==> config.mk <==
export PLATFORM = sky130hd
export DESIGN_NAME = knob_setpoint_editor
export DESIGN_NICKNAME = d
export VERILOG_FILES = /design/src/rtl/kse_pkg.sv /design/src/rtl/kse_cfg_regs.sv /design/src/rtl/kse_core.sv /design/src/rtl/kse_out_reg.sv /design/src/rtl/knob_setpoint_editor.sv
export SDC_FILE = /design/constraint.sdc
export NUM_CORES = 1
export LEC_CHECK = 0
export ABC_CLOCK_PERIOD_IN_PS = 12100
export CORE_MARGIN = 4
export CORE_UTILIZATION = 40
export CTS_CLUSTER_DIAMETER = 50
export DETAILED_ROUTE_END_ITERATION = 10
export DONT_BUFFER_PORTS = 1
export GPL_TIMING_DRIVEN = 0
export HOLD_SLACK_MARGIN = 0.03
export SETUP_SLACK_MARGIN = 0.2
export SYNTH_ARGS = -nofsm -noshare
export SYNTH_HDL_FRONTEND = slang
export SYNTH_SLANG_ARGS = --single-unit
==> constraint.sdc <==
create_clock -name i_clk -period 12.1 [get_ports i_clk]
set_input_delay 2.42 -clock i_clk [delete_from_list [all_inputs] [get_ports i_clk]]
set_output_delay 2.42 -clock i_clk [all_outputs]
set_load 0.02 [all_outputs]
==> src/rtl/kse_pkg.sv <==
// ----------------------------------------------------------------------------
// kse_pkg
// Types and constants shared by the knob setpoint editor modules.
// ----------------------------------------------------------------------------
package kse_pkg;

    localparam int TIME_W  = 32;
    localparam int POS_W   = 32;
    localparam int SP_W    = 8;
    localparam int MS_W    = 16;
    localparam int CFG_IDX_W  = 3;
    localparam int CFG_DATA_W = 16;

    // Register indexes on the configuration port
    localparam logic [CFG_IDX_W-1:0] REG_PRESS_HOLDOFF = 3'd0;
    localparam logic [CFG_IDX_W-1:0] REG_IDLE_TIMEOUT  = 3'd1;
    localparam logic [CFG_IDX_W-1:0] REG_TEMP_LOW      = 3'd2;
    localparam logic [CFG_IDX_W-1:0] REG_TEMP_HIGH     = 3'd3;
    localparam logic [CFG_IDX_W-1:0] REG_HUM_LOW       = 3'd4;
    localparam logic [CFG_IDX_W-1:0] REG_HUM_HIGH      = 3'd5;

    // Reset values
    localparam logic [MS_W-1:0] RST_PRESS_HOLDOFF = 16'd50;
    localparam logic [MS_W-1:0] RST_IDLE_TIMEOUT  = 16'd8000;
    localparam logic [SP_W-1:0] RST_TEMP_LOW      = 8'd50;
    localparam logic [SP_W-1:0] RST_TEMP_HIGH     = 8'd100;
    localparam logic [SP_W-1:0] RST_HUM_LOW       = 8'd20;
    localparam logic [SP_W-1:0] RST_HUM_HIGH      = 8'd90;
    localparam logic [SP_W-1:0] RST_TEMP_SP       = 8'd77;
    localparam logic [SP_W-1:0] RST_HUM_SP        = 8'd50;

    // Packed stream widths
    localparam int IN_TDATA_W  = 104;
    localparam int OUT_TDATA_W = 24;

    typedef struct packed {
        logic [MS_W-1:0] press_holdoff_ms;
        logic [MS_W-1:0] idle_timeout_ms;
        logic [SP_W-1:0] temp_low;
        logic [SP_W-1:0] temp_high;
        logic [SP_W-1:0] hum_low;
        logic [SP_W-1:0] hum_high;
    } t_cfg;

    typedef struct packed {
        logic [TIME_W-1:0]       now_ms;
        logic                    temp_pressed;
        logic                    hum_pressed;
        logic signed [POS_W-1:0] temp_position;
        logic signed [POS_W-1:0] hum_position;
    } t_in;

    typedef struct packed {
        logic [SP_W-1:0] temp_target;
        logic [SP_W-1:0] hum_target;
        logic            edit_active;
        logic            edit_is_temp;
        logic            save_pulse;
    } t_out;

endpackage

==> src/rtl/kse_cfg_regs.sv <==
// ----------------------------------------------------------------------------
// kse_cfg_regs
// Configuration register file: hold-off, idle timeout and setpoint limits.
// ----------------------------------------------------------------------------
module kse_cfg_regs (
    input  logic                           i_clk,
    input  logic                           i_rst_n,
    input  logic                           i_we,
    input  logic [kse_pkg::CFG_IDX_W-1:0]  i_index,
    input  logic [kse_pkg::CFG_DATA_W-1:0] i_data,
    output kse_pkg::t_cfg                  o_cfg
);
    import kse_pkg::*;

    t_cfg r_cfg;

    always_ff @(posedge i_clk) begin
        if (!i_rst_n) begin
            r_cfg.press_holdoff_ms <= RST_PRESS_HOLDOFF;
            r_cfg.idle_timeout_ms  <= RST_IDLE_TIMEOUT;
            r_cfg.temp_low         <= RST_TEMP_LOW;
            r_cfg.temp_high        <= RST_TEMP_HIGH;
            r_cfg.hum_low          <= RST_HUM_LOW;
            r_cfg.hum_high         <= RST_HUM_HIGH;
        end else if (i_we) begin
            // drop writes to unknown indexes
            unique case (i_index)
                REG_PRESS_HOLDOFF: r_cfg.press_holdoff_ms <= i_data;
                REG_IDLE_TIMEOUT:  r_cfg.idle_timeout_ms  <= i_data;
                REG_TEMP_LOW:      r_cfg.temp_low         <= i_data[SP_W-1:0];
                REG_TEMP_HIGH:     r_cfg.temp_high        <= i_data[SP_W-1:0];
                REG_HUM_LOW:       r_cfg.hum_low          <= i_data[SP_W-1:0];
                REG_HUM_HIGH:      r_cfg.hum_high         <= i_data[SP_W-1:0];
                default: ;
            endcase
        end
    end

    assign o_cfg = r_cfg;

endmodule

==> src/rtl/kse_core.sv <==
// ----------------------------------------------------------------------------
// kse_core
// Editor state and the per-sample update: press detection, mode selection,
// encoder step with clamp, idle timeout.
// ----------------------------------------------------------------------------
module kse_core (
    input  logic           i_clk,
    input  logic           i_rst_n,
    input  logic           i_advance,
    input  kse_pkg::t_in   i_item,
    input  kse_pkg::t_cfg  i_cfg,
    output kse_pkg::t_out  o_result
);
    import kse_pkg::*;

    localparam logic signed [SP_W+1:0] UNIT_STEP = (SP_W+2)'(1);

    typedef struct packed {
        logic              editing;
        logic              editing_temp;
        logic [TIME_W-1:0] activity_time;
        logic [POS_W-1:0]  temp_last;
        logic [POS_W-1:0]  hum_last;
    } t_sel;

    logic [TIME_W-1:0] r_temp_press_time, n_temp_press_time;
    logic [TIME_W-1:0] r_hum_press_time,  n_hum_press_time;
    t_sel              r_sel, n_sel;
    logic [SP_W-1:0]   r_temp_sp, n_temp_sp;
    logic [SP_W-1:0]   r_hum_sp,  n_hum_sp;

    t_sel              sel_a;
    t_sel              sel_b;
    logic              temp_hit, hum_hit;
    logic [POS_W-1:0]  cur_pos, last_pos, pos_diff;
    logic              moved, step_down, save;
    logic [TIME_W-1:0] idle_time;

    function automatic t_sel select_param(input t_sel s, input logic want_temp,
                                          input logic [TIME_W-1:0] now,
                                          input logic [POS_W-1:0] tpos,
                                          input logic [POS_W-1:0] hpos);
        t_sel r;
        r = s;
        if (s.editing) begin
            if (s.editing_temp == want_temp) begin
                r.editing = 1'b0;
            end else begin
                r.editing_temp  = want_temp;
                r.activity_time = now;
                if (want_temp) begin
                    r.temp_last = tpos;
                end else begin
                    r.hum_last = hpos;
                end
            end
        end else begin
            r.editing       = 1'b1;
            r.editing_temp  = want_temp;
            r.activity_time = now;
            r.temp_last     = tpos;
            r.hum_last      = hpos;
        end
        return r;
    endfunction

    // Step by one unit, then clamp; low is tested first, so a value below low takes low even when the limits cross
    function automatic logic [SP_W-1:0] step_clamp(input logic [SP_W-1:0] old,
                                                   input logic down,
                                                   input logic [SP_W-1:0] lo,
                                                   input logic [SP_W-1:0] hi);
        logic signed [SP_W+1:0] v;
        v = down ? $signed({2'b00, old}) - UNIT_STEP : $signed({2'b00, old}) + UNIT_STEP;
        if (v < $signed({2'b00, lo})) begin
            return lo;
        end else if (v > $signed({2'b00, hi})) begin
            return hi;
        end
        return v[SP_W-1:0];
    endfunction

    always_comb begin
        n_temp_press_time = r_temp_press_time;
        n_hum_press_time  = r_hum_press_time;
        n_temp_sp         = r_temp_sp;
        n_hum_sp          = r_hum_sp;

        temp_hit = i_item.temp_pressed &&
                   ((i_item.now_ms - r_temp_press_time) >
                    {{(TIME_W-MS_W){1'b0}}, i_cfg.press_holdoff_ms});
        hum_hit  = i_item.hum_pressed &&
                   ((i_item.now_ms - r_hum_press_time) >
                    {{(TIME_W-MS_W){1'b0}}, i_cfg.press_holdoff_ms});

        sel_a = r_sel;
        if (temp_hit) begin
            n_temp_press_time = i_item.now_ms;
            sel_a = select_param(r_sel, 1'b1, i_item.now_ms,
                                 i_item.temp_position, i_item.hum_position);
        end
        sel_b = sel_a;
        if (hum_hit) begin
            n_hum_press_time = i_item.now_ms;
            sel_b = select_param(sel_a, 1'b0, i_item.now_ms,
                                 i_item.temp_position, i_item.hum_position);
        end

        cur_pos   = sel_b.editing_temp ? i_item.temp_position : i_item.hum_position;
        last_pos  = sel_b.editing_temp ? sel_b.temp_last : sel_b.hum_last;
        pos_diff  = cur_pos - last_pos;
        moved     = sel_b.editing && (cur_pos != last_pos);
        step_down = !pos_diff[POS_W-1];
        save      = moved;

        n_sel = sel_b;
        if (moved) begin
            if (sel_b.editing_temp) begin
                n_temp_sp       = step_clamp(r_temp_sp, step_down,
                                             i_cfg.temp_low, i_cfg.temp_high);
                n_sel.temp_last = cur_pos;
            end else begin
                n_hum_sp       = step_clamp(r_hum_sp, step_down,
                                            i_cfg.hum_low, i_cfg.hum_high);
                n_sel.hum_last = cur_pos;
            end
            n_sel.activity_time = i_item.now_ms;
        end

        idle_time = i_item.now_ms - n_sel.activity_time;
        if (sel_b.editing &&
            (idle_time > {{(TIME_W-MS_W){1'b0}}, i_cfg.idle_timeout_ms})) begin
            n_sel.editing = 1'b0;
        end

        o_result.temp_target  = n_temp_sp;
        o_result.hum_target   = n_hum_sp;
        o_result.edit_active  = n_sel.editing;
        o_result.edit_is_temp = n_sel.editing_temp;
        o_result.save_pulse   = save;
    end

    always_ff @(posedge i_clk) begin
        if (!i_rst_n) begin
            r_temp_press_time <= '0;
            r_hum_press_time  <= '0;
            r_sel             <= '0;
            r_temp_sp         <= RST_TEMP_SP;
            r_hum_sp          <= RST_HUM_SP;
        end else if (i_advance) begin
            r_temp_press_time <= n_temp_press_time;
            r_hum_press_time  <= n_hum_press_time;
            r_sel             <= n_sel;
            r_temp_sp         <= n_temp_sp;
            r_hum_sp          <= n_hum_sp;
        end
    end

endmodule

==> src/rtl/kse_out_reg.sv <==
// ----------------------------------------------------------------------------
// kse_out_reg
// Result register on the output stream; refills in the cycle it drains.
// ----------------------------------------------------------------------------
module kse_out_reg (
    input  logic          i_clk,
    input  logic          i_rst_n,
    input  logic          i_load,
    input  kse_pkg::t_out i_data,
    output logic          o_free,
    output logic          o_valid,
    input  logic          i_ready,
    output kse_pkg::t_out o_data
);
    import kse_pkg::*;

    logic r_valid;
    t_out r_data;

    assign o_free = !r_valid || i_ready;

    always_ff @(posedge i_clk) begin
        if (!i_rst_n) begin
            r_valid <= 1'b0;
        end else if (o_free) begin
            r_valid <= i_load;
        end
    end

    always_ff @(posedge i_clk) begin
        if (i_load) begin
            r_data <= i_data;
        end
    end

    assign o_valid = r_valid;
    assign o_data  = r_data;

endmodule

==> src/rtl/knob_setpoint_editor.sv <==
// Path: input register, then result register; a sample waits in the input register
// while the result register is full and not draining.
// Throughput: one sample per cycle while the result side accepts; the whole update
// is one pass of logic between the input register and the result register.
// Reset: synchronous, active low; clears handshake state, loads the default
// limits and setpoints (77 degrees, 50 percent) and leaves edit mode.
// ----------------------------------------------------------------------------
// knob_setpoint_editor
// Two-knob temperature and humidity setpoint editor, one polling sample per
// stream transfer, one result per sample.
// ----------------------------------------------------------------------------
module knob_setpoint_editor (
    input  logic                            i_clk,
    input  logic                            i_rst_n,
    // now_ms[31:0], temp_pressed[32], hum_pressed[33], temp_position[65:34],
    // hum_position[97:66], zero[103:98]
    input  logic [kse_pkg::IN_TDATA_W-1:0]  s_axis_tdata,
    input  logic                            s_axis_tvalid,
    output logic                            s_axis_tready,
    // temp_target[7:0], hum_target[15:8], edit_active[16], edit_is_temp[17],
    // save_pulse[18], zero[23:19]
    output logic [kse_pkg::OUT_TDATA_W-1:0] m_axis_tdata,
    output logic                            m_axis_tvalid,
    input  logic                            m_axis_tready,
    input  logic                            i_cfg_valid,
    output logic                            o_cfg_ready,
    input  logic [kse_pkg::CFG_IDX_W-1:0]   i_cfg_index,
    input  logic [kse_pkg::CFG_DATA_W-1:0]  i_cfg_data
);
    import kse_pkg::*;

    logic r_in_valid;
    t_in  r_in_item;
    t_in  in_item;
    t_cfg cfg;
    t_out core_result;
    t_out out_data;
    logic out_free;
    logic advance;

    assign in_item.now_ms        = s_axis_tdata[31:0];
    assign in_item.temp_pressed  = s_axis_tdata[32];
    assign in_item.hum_pressed   = s_axis_tdata[33];
    assign in_item.temp_position = s_axis_tdata[65:34];
    assign in_item.hum_position  = s_axis_tdata[97:66];

    assign advance       = r_in_valid && out_free;
    assign s_axis_tready = !r_in_valid || advance;
    assign o_cfg_ready   = 1'b1;

    always_ff @(posedge i_clk) begin
        if (!i_rst_n) begin
            r_in_valid <= 1'b0;
        end else if (s_axis_tready) begin
            r_in_valid <= s_axis_tvalid;
        end
    end

    always_ff @(posedge i_clk) begin
        if (s_axis_tready && s_axis_tvalid) begin
            r_in_item <= in_item;
        end
    end

    kse_cfg_regs u_cfg_regs (
        .i_clk   (i_clk),
        .i_rst_n (i_rst_n),
        .i_we    (i_cfg_valid),
        .i_index (i_cfg_index),
        .i_data  (i_cfg_data),
        .o_cfg   (cfg)
    );

    kse_core u_core (
        .i_clk     (i_clk),
        .i_rst_n   (i_rst_n),
        .i_advance (advance),
        .i_item    (r_in_item),
        .i_cfg     (cfg),
        .o_result  (core_result)
    );

    kse_out_reg u_out_reg (
        .i_clk   (i_clk),
        .i_rst_n (i_rst_n),
        .i_load  (advance),
        .i_data  (core_result),
        .o_free  (out_free),
        .o_valid (m_axis_tvalid),
        .i_ready (m_axis_tready),
        .o_data  (out_data)
    );

    assign m_axis_tdata = {5'b00000, out_data.save_pulse, out_data.edit_is_temp,
                           out_data.edit_active, out_data.hum_target,
                           out_data.temp_target};

endmodule

==> flow_summary.json <==
{
  "synth_flop_cell": "dfxtp_1",
  "drtAntennaViolNets": 0,
  "hp-class": "flop to flop",
  "worst_slack_ps": -822.5,
  "grt_pass1_wl_mm": 117.4,
  "yosys_warnings": 0,
  "dp_hpwl_mm": 57.60,
  "wl_mm": 76.05,
  "cts-root-buf": "clkbuf_16",
  "worstSkewPairLatency_ps": 620,
  "grt_pass1_vias": 21430,
  "violations": "negative setup slack",
  "start_kind": "flop",
  "regToRegStartpoint": "r_in_item[67]",
  "io_buffer_count": 0,
  "layout_commonest_cell": "nand2_1",
  "synthCells": 2937,
  "place.gp.congestion": 0.9337,
  "ys_ff_latch": 361,
  "drt-initial-drc-count": 1601,
  "vias": 22030,
  "peakVddDrop_uv": 106.2,
  "layout_common_cells": "639 x nand2_1, 313 x a21oi_1, 244 x dfxtp_1",
  "worstPathArrival_ps": 13300,
  "seq_area_frac_synth": 0.3510,
  "gr-usage-all-layers": 0.2290,
  "fp.dieW_um": 252.6,
  "p_leak_nw": 11.00,
  "antenna_found_initial": 4,
  "outcome": "complete, but fails checks",
  "first_pass_iters": 7,
  "cts_tree": "built",
  "slowest_stage": "or4_4",
  "cts_buffers": 50,
  "crit_path_max_fanout": 10,
  "async_flop_share": 0,
  "pwr_density_cell_nw_per_um2": 131.0,
  "slew_headroom": 0.1784,
  "clk_path_buf_depth": 3,
  "nets": 3445,
  "die-area_um2": 63790,
  "crit_type": "flop to flop",
  "hp-start": "u_core.r_sel[1]",
  "period_needed_ps": 12920,
  "syn_area_um2": 23930,
  "fp.dieH_um": 252.6,
  "cts.clk_slew.worst_paths_ps": 60,
  "overflow": 0,
  "synth_edf_count": 117,
  "wl_per_cell_um": 19.36,
  "vias_per_cell": 5.607,
  "skew_ps": 40.63,
  "grt_max_degree": 52,
  "tightest_slew_ps": 1223,
  "fin_crit_sh": 1.068,
  "cts.sinks": 361,
  "cp_common_cell": "buf_6",
  "start_util": 0.4046,
  "slew_viol_final": 0,
  "max_stage_delay_ps": 610,
  "crit_path_end_kind": "flop",
  "htreeDepth": 2,
  "cap_violations": 0,
  "num_rows": 89,
  "crit_start": "r_in_item[67]",
  "fp.coreArea_um2": 59130,
  "fill_cells": 5608,
  "setup_viol": 33,
  "holdBufCountCts": 0,
  "rsz0062_at_grt": "true",
  "required_ps": 12480,
  "hold_violations": 0,
  "ios": 155,
  "synth_cell_types": 97,
  "max_freq_mhz": 77.38,
  "drcViolationCount": 0,
  "drive_gt1_frac": 0.1253,
  "avgSynthCellArea_um2": 8.146,
  "final_util": 0.4779,
  "total_power_mw": 3.703,
  "syn2layout_area_growth_pct": 18.11
}
-- state kept, by name (all words and copies together) (netlist names) --
name	flops
r_in_item	98
u_core.r_sel	98
u_cfg_regs.o_cfg	64
u_core.r_hum_press_time	32
u_core.r_temp_press_time	32
u_out_reg.o_data	19
u_core.r_hum_sp	8
u_core.r_temp_sp	8
r_in_valid	1
u_out_reg.o_valid	1
-- cell type report --
cell class,count,area (µm²),share of cell area
tap,773,967.2,0.03423
multi-input combinational,2255,14790,0.5235
clock buffer,52,1259,0.04454
inverter,171,648.1,0.02294
clock inverter,42,435.4,0.01541
antenna,2,5.005,0.0001771
buffer,155,763.2,0.02701
sequential,361,8398,0.2972
timing repair buffer,117,988.4,0.03498
-- stage by stage --
| stage | worst slack [ps] | area (µm²) | hold WS [ps] | cells | setup TNS (ps) |
|---|---|---|---|---|---|
| 5_1_grt | -1141 | 28260 | 464.8 | 3927 | -25640 |
| 2_1_floorplan | 225.0 | 23970 | 431.7 | 2941 | 0 |
| 3_3_place_gp | -3244 | 24940 | 438.2 | 3714 | -44150 |
| 6_report | -822.5 | 28260 | 452.7 | 3928 | -7250 |
| 3_5_place_dp | -3271 | 24970 | 446.2 | 3715 | -47410 |
| 4_1_cts | -844.3 | 27890 | 454.1 | 3904 | -11490 |
-- cells in the mapped netlist (6+ instances only) --
library cell,count,area (µm²)
mux2_2,38,427.9
o21a_1,26,195.2
nor3_1,28,140.1
o2111ai_1,12,105.1
nor2_1,141,529.3
edfxtp_1,117,3513
a41oi_1,6,52.55
or4_1,7,52.55
o21bai_1,10,75.07
and2_1,15,93.84
a21o_1,50,375.4
nand2b_1,35,219.0
nand4_1,45,281.5
a311oi_1,6,52.55
xor2_1,30,262.8
clkbuf_1,121,454.2
o21ai_1,22,110.1
dfxtp_1,244,4885
o31ai_1,12,90.09
a21boi_0,8,60.06
mux2i_1,83,830.8
xnor2_1,46,402.9
buf_1,15,56.30
nor2b_1,32,200.2
a31oi_1,13,81.33
a211oi_1,47,352.8
o31a_1,6,52.55
buf_2,11,55.05
o211ai_1,53,397.9
or3_1,11,68.82
nand3_1,38,190.2
o41ai_1,7,61.31
ha_1,203,2540
nor4_1,8,50.05
o21ai_0,115,575.6
and3_1,16,100.1
a21oi_1,321,1607
buf_4,6,45.04
a2111oi_0,7,61.31
nand2_1,640,2402
inv_1,166,623.1
-- routing by layer --
metal,share of wire,vias to the layer above,global-route usage
met3,0.054,181,0.03787
met4,0.043,4,0.09160
met2,0.47,684,0.3892
met5,0.00043,-,0
met1,0.43,10380,0.2912
li1,-,10780,-
-- repair_timing --
| item | in CTS | in global routing |
|---|---|---|
| endpoints found under the setup margin | 34 | 34 |
| cloned | 1 | 1 |
| resized for setup | 116 | 55 |
| setup buffers | 94 | 21 |
| pin swaps | 69 | 47 |
-- worst paths after layout --
kind                                            end  slack [ps]  cells past startpoint
worst max-delay path            u_out_reg.o_data[2]        -820                     72
worst min-delay path                u_core.r_sel[1]         450                      2
worst max register to register  u_out_reg.o_data[2]        -820                     72
worst min register to register      u_core.r_sel[1]         450                      2
-- worst max-delay path: cells and delay by family, from the launching register on --
| family | cells | cell delay [ps] |
|---|---|---|
| AND/OR/NAND/NOR | 13 | 2680 |
| AO/OA/AOI/OAI | 25 | 4220 |
| XOR/XNOR | 2 | 360 |
| adder cells (fa/ha/maj) | 5 | 1510 |
| flip-flops | 1 | 510 |
| buffers and inverters | 27 | 3380 |
-- where the power goes --
group	leakage, nW	switching, mW	internal (mW)
Combinational	7.07	0.520	0.358
Clock	0.804	0.643	0.814
Sequential	3.12	0.0556	1.31
Total	11.0	1.22	2.48
-- kinds of logic (layout without fill, tap and decap cells) --
group / after synthesis / in the layout / share of synthesized area
XOR/XNOR: 77 / 77 / 0.02897
other: 2 / 8 / 0.0003139
adder cells (fa/ha/maj): 206 / 206 / 0.1087
multiplexers: 128 / 128 / 0.05617
AO/OA/AOI/OAI: 800 / 801 / 0.2134
flip-flops: 361 / 361 / 0.3510
AND/OR/NAND/NOR: 1037 / 1037 / 0.1882
buffers and inverters: 326 / 537 / 0.05329
(Power assumes the default switching activity.)
